### config.mk
export PLATFORM = sky130hd
export DESIGN_NAME = cube_map_face_and_uv
export DESIGN_NICKNAME = d
export VERILOG_FILES = /design/src/rtl/cmf_pkg.sv /design/src/rtl/cmf_select.sv /design/src/rtl/cmf_div.sv /design/src/rtl/cube_map_face_and_uv.sv
export SDC_FILE = /design/constraint.sdc
export NUM_CORES = 2
export LEC_CHECK = 0
export ABC_AREA = 1
export ABC_CLOCK_PERIOD_IN_PS = 8600
export BUFFER_PORTS_ARGS = -buffer_cell sky130_fd_sc_hd__buf_2
export CORE_MARGIN = 3
export CORE_UTILIZATION = 50
export DETAILED_ROUTE_END_ITERATION = 10
export PLACE_DENSITY = 0.7
export SLEW_MARGIN = 20
export SYNTH_ARGS = -nofsm -noshare
export SYNTH_HDL_FRONTEND = slang
export SYNTH_SLANG_ARGS = --single-unit
export TNS_END_PERCENT = 1
### constraint.sdc
create_clock -name clk_i -period 8.6 [get_ports clk_i]
set_input_delay 0.86 -clock clk_i [delete_from_list [all_inputs] [get_ports clk_i]]
set_output_delay 0.86 -clock clk_i [all_outputs]
set_load 0.03 [all_outputs]
### src/rtl/cmf_pkg.sv
`timescale 1ns / 1ps
`default_nettype none
// ----------------------------------------------------------------------------
// cmf_pkg
// Shared types for the cube map face and coordinate pipeline.
// ----------------------------------------------------------------------------
package cmf_pkg;

  // Cube face codes, chosen by major axis and its sign
  typedef enum logic [2:0] {
    FACE_RIGHT  = 3'd0,
    FACE_LEFT   = 3'd1,
    FACE_TOP    = 3'd2,
    FACE_BOTTOM = 3'd3,
    FACE_FRONT  = 3'd4,
    FACE_BACK   = 3'd5
  } face_e;

  // Side information that rides along with the coordinate math
  typedef struct packed {
    logic  hit;
    face_e face;
  } cmf_side_t;

endpackage : cmf_pkg
`default_nettype wire

### src/rtl/cmf_select.sv
`timescale 1ns / 1ps
`default_nettype none
// ----------------------------------------------------------------------------
// cmf_select
// Four-stage front end: takes magnitudes, picks the major axis and face,
// and forms the numerator and divisor of both face coordinates.
// ----------------------------------------------------------------------------
module cmf_select #(
  parameter int COMPONENT_BITS = 16
) (
  input  wire                                clk_i,
  input  wire                                rst_ni,
  input  wire                                in_valid_i,
  output logic                               in_ready_o,
  input  wire  [COMPONENT_BITS-1:0]          dir_x_i,
  input  wire  [COMPONENT_BITS-1:0]          dir_y_i,
  input  wire  [COMPONENT_BITS-1:0]          dir_z_i,
  output logic                               out_valid_o,
  input  wire                                out_ready_i,
  output cmf_pkg::cmf_side_t                 out_side_o,
  output logic [COMPONENT_BITS:0]            num_u_o,
  output logic [COMPONENT_BITS:0]            num_v_o,
  output logic [COMPONENT_BITS:0]            den_o
);
  import cmf_pkg::*;

  localparam int CB = COMPONENT_BITS;

  // Two's complement magnitude; the most negative value maps to 2^(CB-1)
  function automatic logic [CB-1:0] mag_of(input logic [CB-1:0] v);
    return v[CB-1] ? (~v + 1'b1) : v;
  endfunction

  // Stage registers
  logic                 v1_q, v2_q, v3_q, v4_q;
  logic                 r1, r2, r3, r4;
  logic [CB-1:0]        x1_q, y1_q, z1_q;
  logic [CB-1:0]        x2_q, y2_q, z2_q;
  logic [CB-1:0]        ax2_q, ay2_q, az2_q;
  logic [CB-1:0]        m3_q, m3_d;
  logic [CB-1:0]        au3_q, au3_d, av3_q, av3_d;
  logic                 subu3_q, subu3_d, subv3_q, subv3_d;
  cmf_side_t            side3_q, side3_d;
  logic [CB:0]          nu4_q, nu4_d, nv4_q, nv4_d, d4_q, d4_d;
  cmf_side_t            side4_q;

  // Per-stage ready: a stage loads when empty or when its successor moves
  assign r4         = !v4_q || out_ready_i;
  assign r3         = !v3_q || r4;
  assign r2         = !v2_q || r3;
  assign r1         = !v1_q || r2;
  assign in_ready_o = r1;

  // Pick the major axis; ties go to x, then y, then z
  logic xmaj, ymaj, neg;
  always_comb begin
    xmaj    = (ax2_q >= ay2_q) && (ax2_q >= az2_q);
    ymaj    = !xmaj && (ay2_q >= az2_q);
    neg     = 1'b0;
    m3_d    = az2_q;
    au3_d   = x2_q;
    av3_d   = y2_q;
    subu3_d = 1'b0;
    subv3_d = 1'b0;
    side3_d = '{hit: 1'b0, face: FACE_RIGHT};
    if (xmaj) begin
      neg          = x2_q[CB-1];
      m3_d         = ax2_q;
      au3_d        = z2_q;
      av3_d        = y2_q;
      subu3_d      = !neg;
      subv3_d      = 1'b0;
      side3_d.face = neg ? FACE_LEFT : FACE_RIGHT;
    end else if (ymaj) begin
      neg          = y2_q[CB-1];
      m3_d         = ay2_q;
      au3_d        = x2_q;
      av3_d        = z2_q;
      subu3_d      = 1'b0;
      subv3_d      = 1'b1;
      side3_d.face = neg ? FACE_BOTTOM : FACE_TOP;
    end else begin
      neg          = z2_q[CB-1];
      m3_d         = az2_q;
      au3_d        = x2_q;
      av3_d        = y2_q;
      subu3_d      = neg;
      subv3_d      = 1'b0;
      side3_d.face = neg ? FACE_BACK : FACE_FRONT;
    end
    side3_d.hit = (m3_d != '0);
  end

  // Numerators m +/- minor (sign of the major folded into the subtract flag)
  logic signed [CB+1:0] m_ext, au_ext, av_ext, nu_sum, nv_sum;
  always_comb begin
    m_ext  = $signed({2'b00, m3_q});
    au_ext = $signed({{2{au3_q[CB-1]}}, au3_q});
    av_ext = $signed({{2{av3_q[CB-1]}}, av3_q});
    nu_sum = subu3_q ? (m_ext - au_ext) : (m_ext + au_ext);
    nv_sum = subv3_q ? (m_ext - av_ext) : (m_ext + av_ext);
    nu4_d  = nu_sum[CB:0];
    nv4_d  = nv_sum[CB:0];
    d4_d   = {m3_q, 1'b0};
  end

  // Advance valid bits
  always_ff @(posedge clk_i or negedge rst_ni) begin
    if (!rst_ni) begin
      v1_q <= 1'b0;
      v2_q <= 1'b0;
      v3_q <= 1'b0;
      v4_q <= 1'b0;
    end else begin
      if (r1) v1_q <= in_valid_i;
      if (r2) v2_q <= v1_q;
      if (r3) v3_q <= v2_q;
      if (r4) v4_q <= v3_q;
    end
  end

  // Advance payload
  always_ff @(posedge clk_i) begin
    if (r1) begin
      x1_q <= dir_x_i;
      y1_q <= dir_y_i;
      z1_q <= dir_z_i;
    end
    if (r2) begin
      x2_q  <= x1_q;
      y2_q  <= y1_q;
      z2_q  <= z1_q;
      ax2_q <= mag_of(x1_q);
      ay2_q <= mag_of(y1_q);
      az2_q <= mag_of(z1_q);
    end
    if (r3) begin
      m3_q    <= m3_d;
      au3_q   <= au3_d;
      av3_q   <= av3_d;
      subu3_q <= subu3_d;
      subv3_q <= subv3_d;
      side3_q <= side3_d;
    end
    if (r4) begin
      nu4_q   <= nu4_d;
      nv4_q   <= nv4_d;
      d4_q    <= d4_d;
      side4_q <= side3_q;
    end
  end

  assign out_valid_o = v4_q;
  assign out_side_o  = side4_q;
  assign num_u_o     = nu4_q;
  assign num_v_o     = nv4_q;
  assign den_o       = d4_q;

endmodule : cmf_select
`default_nettype wire

### src/rtl/cmf_div.sv
`timescale 1ns / 1ps
`default_nettype none
// ----------------------------------------------------------------------------
// cmf_div
// Pipelined restoring divider for both face coordinates: one quotient bit
// per stage, floor(num * 2^COORD_BITS / den) with num <= den.
// ----------------------------------------------------------------------------
module cmf_div #(
  parameter int COMPONENT_BITS = 16,
  parameter int COORD_BITS     = 16
) (
  input  wire                       clk_i,
  input  wire                       rst_ni,
  input  wire                       in_valid_i,
  output logic                      in_ready_o,
  input  cmf_pkg::cmf_side_t        in_side_i,
  input  wire  [COMPONENT_BITS:0]   num_u_i,
  input  wire  [COMPONENT_BITS:0]   num_v_i,
  input  wire  [COMPONENT_BITS:0]   den_i,
  output logic                      out_valid_o,
  input  wire                       out_ready_i,
  output cmf_pkg::cmf_side_t        out_side_o,
  output logic [COORD_BITS:0]       quo_u_o,
  output logic [COORD_BITS:0]       quo_v_o
);
  import cmf_pkg::*;

  localparam int STEPS = COORD_BITS + 1;
  localparam int RW    = COMPONENT_BITS + 1;
  localparam int QW    = COORD_BITS + 1;

  // Subtract if it fits, then shift the partial remainder up
  function automatic logic [RW-1:0] rem_step(input logic [RW-1:0] r, input logic [RW-1:0] d);
    logic [RW-1:0] rs;
    rs = (r >= d) ? (r - d) : r;
    return {rs[RW-2:0], 1'b0};
  endfunction

  logic [STEPS-1:0] v_q;
  logic [STEPS-1:0] v_in;
  logic [STEPS:0]   rdy;
  logic [RW-1:0]    ru_q [STEPS];
  logic [RW-1:0]    rv_q [STEPS];
  logic [RW-1:0]    d_q  [STEPS];
  logic [QW-1:0]    qu_q [STEPS];
  logic [QW-1:0]    qv_q [STEPS];
  cmf_side_t        side_q [STEPS];
  logic [RW-1:0]    ru_n [STEPS];
  logic [RW-1:0]    rv_n [STEPS];
  logic [QW-1:0]    qu_n [STEPS];
  logic [QW-1:0]    qv_n [STEPS];

  // Ready ripples back from the output
  always_comb begin
    rdy[STEPS] = out_ready_i;
    for (int k = STEPS - 1; k >= 0; k--) begin
      rdy[k] = !v_q[k] || rdy[k+1];
    end
  end
  assign in_ready_o = rdy[0];
  assign v_in       = {v_q[STEPS-2:0], in_valid_i};

  // One quotient bit per stage, both lanes
  always_comb begin
    for (int k = 0; k < STEPS; k++) begin
      qu_n[k] = {qu_q[k][QW-2:0], (ru_q[k] >= d_q[k])};
      qv_n[k] = {qv_q[k][QW-2:0], (rv_q[k] >= d_q[k])};
      ru_n[k] = rem_step(ru_q[k], d_q[k]);
      rv_n[k] = rem_step(rv_q[k], d_q[k]);
    end
  end

  // Advance valid bits
  always_ff @(posedge clk_i or negedge rst_ni) begin
    if (!rst_ni) begin
      v_q <= '0;
    end else begin
      for (int k = 0; k < STEPS; k++) begin
        if (rdy[k]) v_q[k] <= v_in[k];
      end
    end
  end

  // Advance remainders, quotients and side data
  always_ff @(posedge clk_i) begin
    if (rdy[0]) begin
      ru_q[0]   <= num_u_i;
      rv_q[0]   <= num_v_i;
      d_q[0]    <= den_i;
      qu_q[0]   <= '0;
      qv_q[0]   <= '0;
      side_q[0] <= in_side_i;
    end
    for (int k = 1; k < STEPS; k++) begin
      if (rdy[k]) begin
        ru_q[k]   <= ru_n[k-1];
        rv_q[k]   <= rv_n[k-1];
        d_q[k]    <= d_q[k-1];
        qu_q[k]   <= qu_n[k-1];
        qv_q[k]   <= qv_n[k-1];
        side_q[k] <= side_q[k-1];
      end
    end
  end

  // The last stage's bit is resolved combinationally into the output
  assign out_valid_o = v_q[STEPS-1];
  assign out_side_o  = side_q[STEPS-1];
  assign quo_u_o     = qu_n[STEPS-1];
  assign quo_v_o     = qv_n[STEPS-1];

endmodule : cmf_div
`default_nettype wire

### src/rtl/cube_map_face_and_uv.sv
`timescale 1ns / 1ps
`default_nettype none
// ----------------------------------------------------------------------------
// cube_map_face_and_uv
// Cube map face selection with exact fixed-point face coordinates.
// ----------------------------------------------------------------------------
// Takes one direction word (x, y, z) per cycle and returns the cube face of
// the largest-magnitude axis (ties to x, then y, then z) together with u and
// v as unsigned COORD_BITS-bit fractions, 1.0 saturating to all ones; a zero
// vector returns hit = 0 with face, u and v cleared. Throughput is one word
// per cycle while the output keeps taking words. A four-stage select front
// end feeds the restoring divider, which resolves one quotient bit per stage
// (COORD_BITS + 1 stages), and one output register follows. Every stage holds
// its word under back-pressure and empty stages keep filling, so input is
// taken while a finished word waits at the output.
// ----------------------------------------------------------------------------
module cube_map_face_and_uv #(
  parameter int COMPONENT_BITS = 16,
  parameter int COORD_BITS     = 16
) (
  input  wire                                         clk_i,
  input  wire                                         rst_ni,
  input  wire                                         s_axis_tvalid,
  output logic                                        s_axis_tready,
  // dir_x, dir_y, dir_z (each COMPONENT_BITS, signed), zero padded
  input  wire  [((3*COMPONENT_BITS+7)/8)*8-1:0]       s_axis_tdata,
  output logic                                        m_axis_tvalid,
  input  wire                                         m_axis_tready,
  // face (3), tex_u (COORD_BITS), tex_v (COORD_BITS), zero padded
  output logic [((3+2*COORD_BITS+7)/8)*8-1:0]         m_axis_tdata,
  // hit (1)
  output logic                                        m_axis_tuser
);
  import cmf_pkg::*;

  localparam int CB    = COMPONENT_BITS;
  localparam int CW    = COORD_BITS;
  localparam int OUT_W = ((3 + 2*COORD_BITS + 7) / 8) * 8;

  logic            sel_valid, sel_ready;
  cmf_side_t       sel_side;
  logic [CB:0]     num_u, num_v, den;
  logic            div_valid, div_ready;
  cmf_side_t       div_side;
  logic [CW:0]     quo_u, quo_v;

  cmf_select #(
    .COMPONENT_BITS(COMPONENT_BITS)
  ) u_select (
    .clk_i       (clk_i),
    .rst_ni      (rst_ni),
    .in_valid_i  (s_axis_tvalid),
    .in_ready_o  (s_axis_tready),
    .dir_x_i     (s_axis_tdata[CB-1:0]),
    .dir_y_i     (s_axis_tdata[2*CB-1:CB]),
    .dir_z_i     (s_axis_tdata[3*CB-1:2*CB]),
    .out_valid_o (sel_valid),
    .out_ready_i (sel_ready),
    .out_side_o  (sel_side),
    .num_u_o     (num_u),
    .num_v_o     (num_v),
    .den_o       (den)
  );

  cmf_div #(
    .COMPONENT_BITS(COMPONENT_BITS),
    .COORD_BITS    (COORD_BITS)
  ) u_div (
    .clk_i       (clk_i),
    .rst_ni      (rst_ni),
    .in_valid_i  (sel_valid),
    .in_ready_o  (sel_ready),
    .in_side_i   (sel_side),
    .num_u_i     (num_u),
    .num_v_i     (num_v),
    .den_i       (den),
    .out_valid_o (div_valid),
    .out_ready_i (div_ready),
    .out_side_o  (div_side),
    .quo_u_o     (quo_u),
    .quo_v_o     (quo_v)
  );

  // Output register: saturate 1.0, clear everything on a miss
  logic          out_v_q;
  logic          hit_q, hit_d;
  logic [2:0]    face_q, face_d;
  logic [CW-1:0] u_q, u_d, v_q, v_d;

  assign div_ready = !out_v_q || m_axis_tready;

  always_comb begin
    hit_d  = div_side.hit;
    face_d = div_side.face;
    u_d    = quo_u[CW] ? '1 : quo_u[CW-1:0];
    v_d    = quo_v[CW] ? '1 : quo_v[CW-1:0];
    if (!div_side.hit) begin
      face_d = FACE_RIGHT;
      u_d    = '0;
      v_d    = '0;
    end
  end

  always_ff @(posedge clk_i or negedge rst_ni) begin
    if (!rst_ni) begin
      out_v_q <= 1'b0;
    end else if (div_ready) begin
      out_v_q <= div_valid;
    end
  end

  always_ff @(posedge clk_i) begin
    if (div_ready) begin
      hit_q  <= hit_d;
      face_q <= face_d;
      u_q    <= u_d;
      v_q    <= v_d;
    end
  end

  assign m_axis_tvalid = out_v_q;
  assign m_axis_tuser  = hit_q;
  assign m_axis_tdata  = OUT_W'({v_q, u_q, face_q});

endmodule : cube_map_face_and_uv
`default_nettype wire

==> results.toml <==
[run_status]
status = "complete, no violations"

[place]
io_buffers = 89
post-place-ws_ns = 3.29
finalWeightedCongestion = 0.916
hpwl_mm = 139

[die]
rows = 142
initial_core_util_pct = 50.5
die-area_sq_um = 157000
ios = 95
die_h_um = 396
die_x_um = 396
core_sq_um = 150000

[route]
drc_errors = 0
ant_nets = 0
vias = 51300
first_pass_iters = 7
routedWlPerCell_um = 19.0
drt-total-wl_mm = 179
avgViaCountPerCell = 5.42
drtIter0Drc = 4162

[critical_path]
arrival_ns = 4.42
required_ns = 7.74
regToRegSetupSlack_ns = 3.96
crit_path_max_fanout = 68
end_kind = "output port"
worstReg2RegStart = "m_axis_tvalid"
critPathKind = "flop to output port"
crit_path_start_kind = "flop"
reg2reg_depth = 15
r2r-end = "u_div.d_q[0][32]"

[timing]
min_period_ns = 5.28
rsz0062_at_grt = "no"
drv_slew = 0
skew_ns = 0.0416
tightest_slew_ns = 1.08
max_freq_mhz = 190
hold_viol_final = 0
period_share_pct = 61.3
max_slew_margin_pct = 27.8
fin_ws_ns = 3.32
setup_viol = 0

[min_path]
hold_class = "input pin to asynchronous set/reset pin"

[global_routing]
antenna_found_initial = 1
grt_pass1_wl_mm = 277
track_usage_pct = 22.7
grt_pass1_vias = 49900
grt_max_degree = 79
grt-ovfl-total = 0

[clocking]
hold_buffers = 0
cts_resized = 0
clock-sinks = 1434
cts_tree = "done"
cts_setup_buffers = 0
clkTransAtPathRegs_ns = 0.06
clk_latency_ns = 0.79
numCtsBuffers = 152
cts-root-buf = "clkbuf_16"
clockBufferDepth = 3
h-tree-depth = 4

[yosys]
yosys_warnings = 0
avgSynthCellArea_sq_um = 10.6
synthCells = 7140
ys_seq_elements = 1434
synth-main-ff-cell = "edfxtp_1"
synth_largest_area_cell = "edfxtp_1"
ys_async_sr_fraction_pct = 1.53
syn_area_sq_um = 76000
netlist_top_cells_area = "edfxtp_1, ha_1, nand2_1, a21oi_1, o21ai_0"
ys_types = 48
ys_seq_area_share_pct = 56.5
netlist.area_leader.share_pct = 55.8
synth-edff-count = 1412

[cells_and_area]
n_antenna_cell = 0
mostFrequentLayoutCells = "nand2_1, edfxtp_1, inv_1"
fillers = 12600
nets = 8023
synthToLayoutAreaGrowth_pct = 10.3
layout_commonest_cell = "nand2_1"
layout-drive-gt1-share_pct = 6.49

[job]
max_cap_violations = 0
critical path, cell delays in order, from the launching register on:
cell and delay, ns:
dfrtp_1 0.43, nand3_4 0.34, nor2_4 0.25, nand4_4 0.23, nor2_4 0.20, nand4_4 0.08, buf_4 0.36, nor2_4 0.29
nand4_4 0.09, buf_4 0.34, nor2_4 0.22, nand4_4 0.11, nor2_4 0.24, nand4_4 0.18, buf_2 0.23
logic make-up after synthesis:
| group | count (synthesis) | synth area share (%) |
|---|---|---|
| XOR/XNOR | 447 | 5.15 |
| other | 1 | 0.00494 |
| buffers and inverters | 838 | 4.41 |
| adder cells (fa/ha/maj) | 661 | 11.2 |
| AO/OA/AOI/OAI | 1354 | 9.37 |
| flip-flops | 1434 | 56.5 |
| AND/OR/NAND/NOR | 2405 | 13.3 |
synthesized netlist by cell type, types with 2 or more instances:
cell type,n
o21ai_0,584
ha_1,627
buf_4,33
o41ai_1,2
a21o_1,12
o21ai_2,4
nor3_1,77
o221ai_1,2
inv_1,715
o31ai_1,38
a21boi_0,20
nor2_4,5
nand3b_1,8
nor2_1,413
o211ai_1,3
o2111ai_1,6
nor3b_1,6
buf_6,3
xnor2_1,212
a211oi_1,18
clkbuf_1,18
and3_1,2
xor2_1,235
edfxtp_1,1412
dfrtp_1,22
a31oi_1,17
fa_1,34
nand4_1,29
or2_2,56
nand2_1,1468
buf_2,47
a221oi_1,2
nor4_1,39
a21boi_1,11
nand3_1,273
nand4_4,4
o21ai_1,32
inv_2,21
a21oi_1,600
nand3_2,22
state kept, by name, indices dropped and copies added, names as in the netlist, 17 cells and up:
signal,count
u_select.num_u_o,17
u_div.qu_q,136
u_div.side_q,68
u_select.num_v_o,17
u_div.v_q,17
u_div.d_q,272
u_div.ru_q,258
u_div.qv_q,136
u_div.rv_q,258
routing by layer:
layer | part of all wire (%) | GRT usage (%) | routed length [um]
met1 | 42 | 28.9 | 75800
met2 | 50 | 39.8 | 88800
met4 | 3.6 | 8.04 | 6500
met5 | 0 | 0 | 0
met3 | 4.5 | 2.99 | 8150
through the flow:
step	hold slack, ns	instance area (sq um)	instances	setup TNS, ns	util (%)
final	0.129	83800	9453	0	55.8
after CTS	0.0971	83800	9453	0	55.8
after global routing	0.131	83800	9453	0	55.8
after floorplan	0.400	76000	7144	-0.121	-
after detailed placement	0.405	78600	9172	0	52.3
after global placement	0.400	78600	9172	0	52.3
final cells by class:
| cell class | instances | area, sq um | area share [%] |
|---|---|---|---|
| flip-flops and latches | 1434 | 43000 | 51.2 |
| multi-input cells | 4872 | 29800 | 35.5 |
| clock buffers | 178 | 3920 | 4.68 |
| inverters | 737 | 2770 | 3.30 |
| well taps | 2016 | 2520 | 3.01 |
| clock inverters | 103 | 1280 | 1.53 |
| repair buffers | 113 | 626 | 0.746 |
worst max path at each step:
stage | endpoint | slack (ns) | cells after the start | startpoint
3_3_place_gp | u_div.d_q[0][31] | 3.39 | 17 | m_axis_tready
6_report | s_axis_tready | 3.32 | 14 | m_axis_tvalid
2_1_floorplan | s_axis_tready | -0.12 | 12 | m_axis_tready
3_5_place_dp | u_div.ru_q[0][33] | 3.29 | 17 | m_axis_tready
4_1_cts | s_axis_tready | 3.16 | 14 | m_axis_tvalid
5_1_grt | s_axis_tready | 2.94 | 14 | m_axis_tvalid
Power is left out: the tool's default activity adds up to more than one toggle a clock period on the data nets, which glitch-free logic cannot reach.
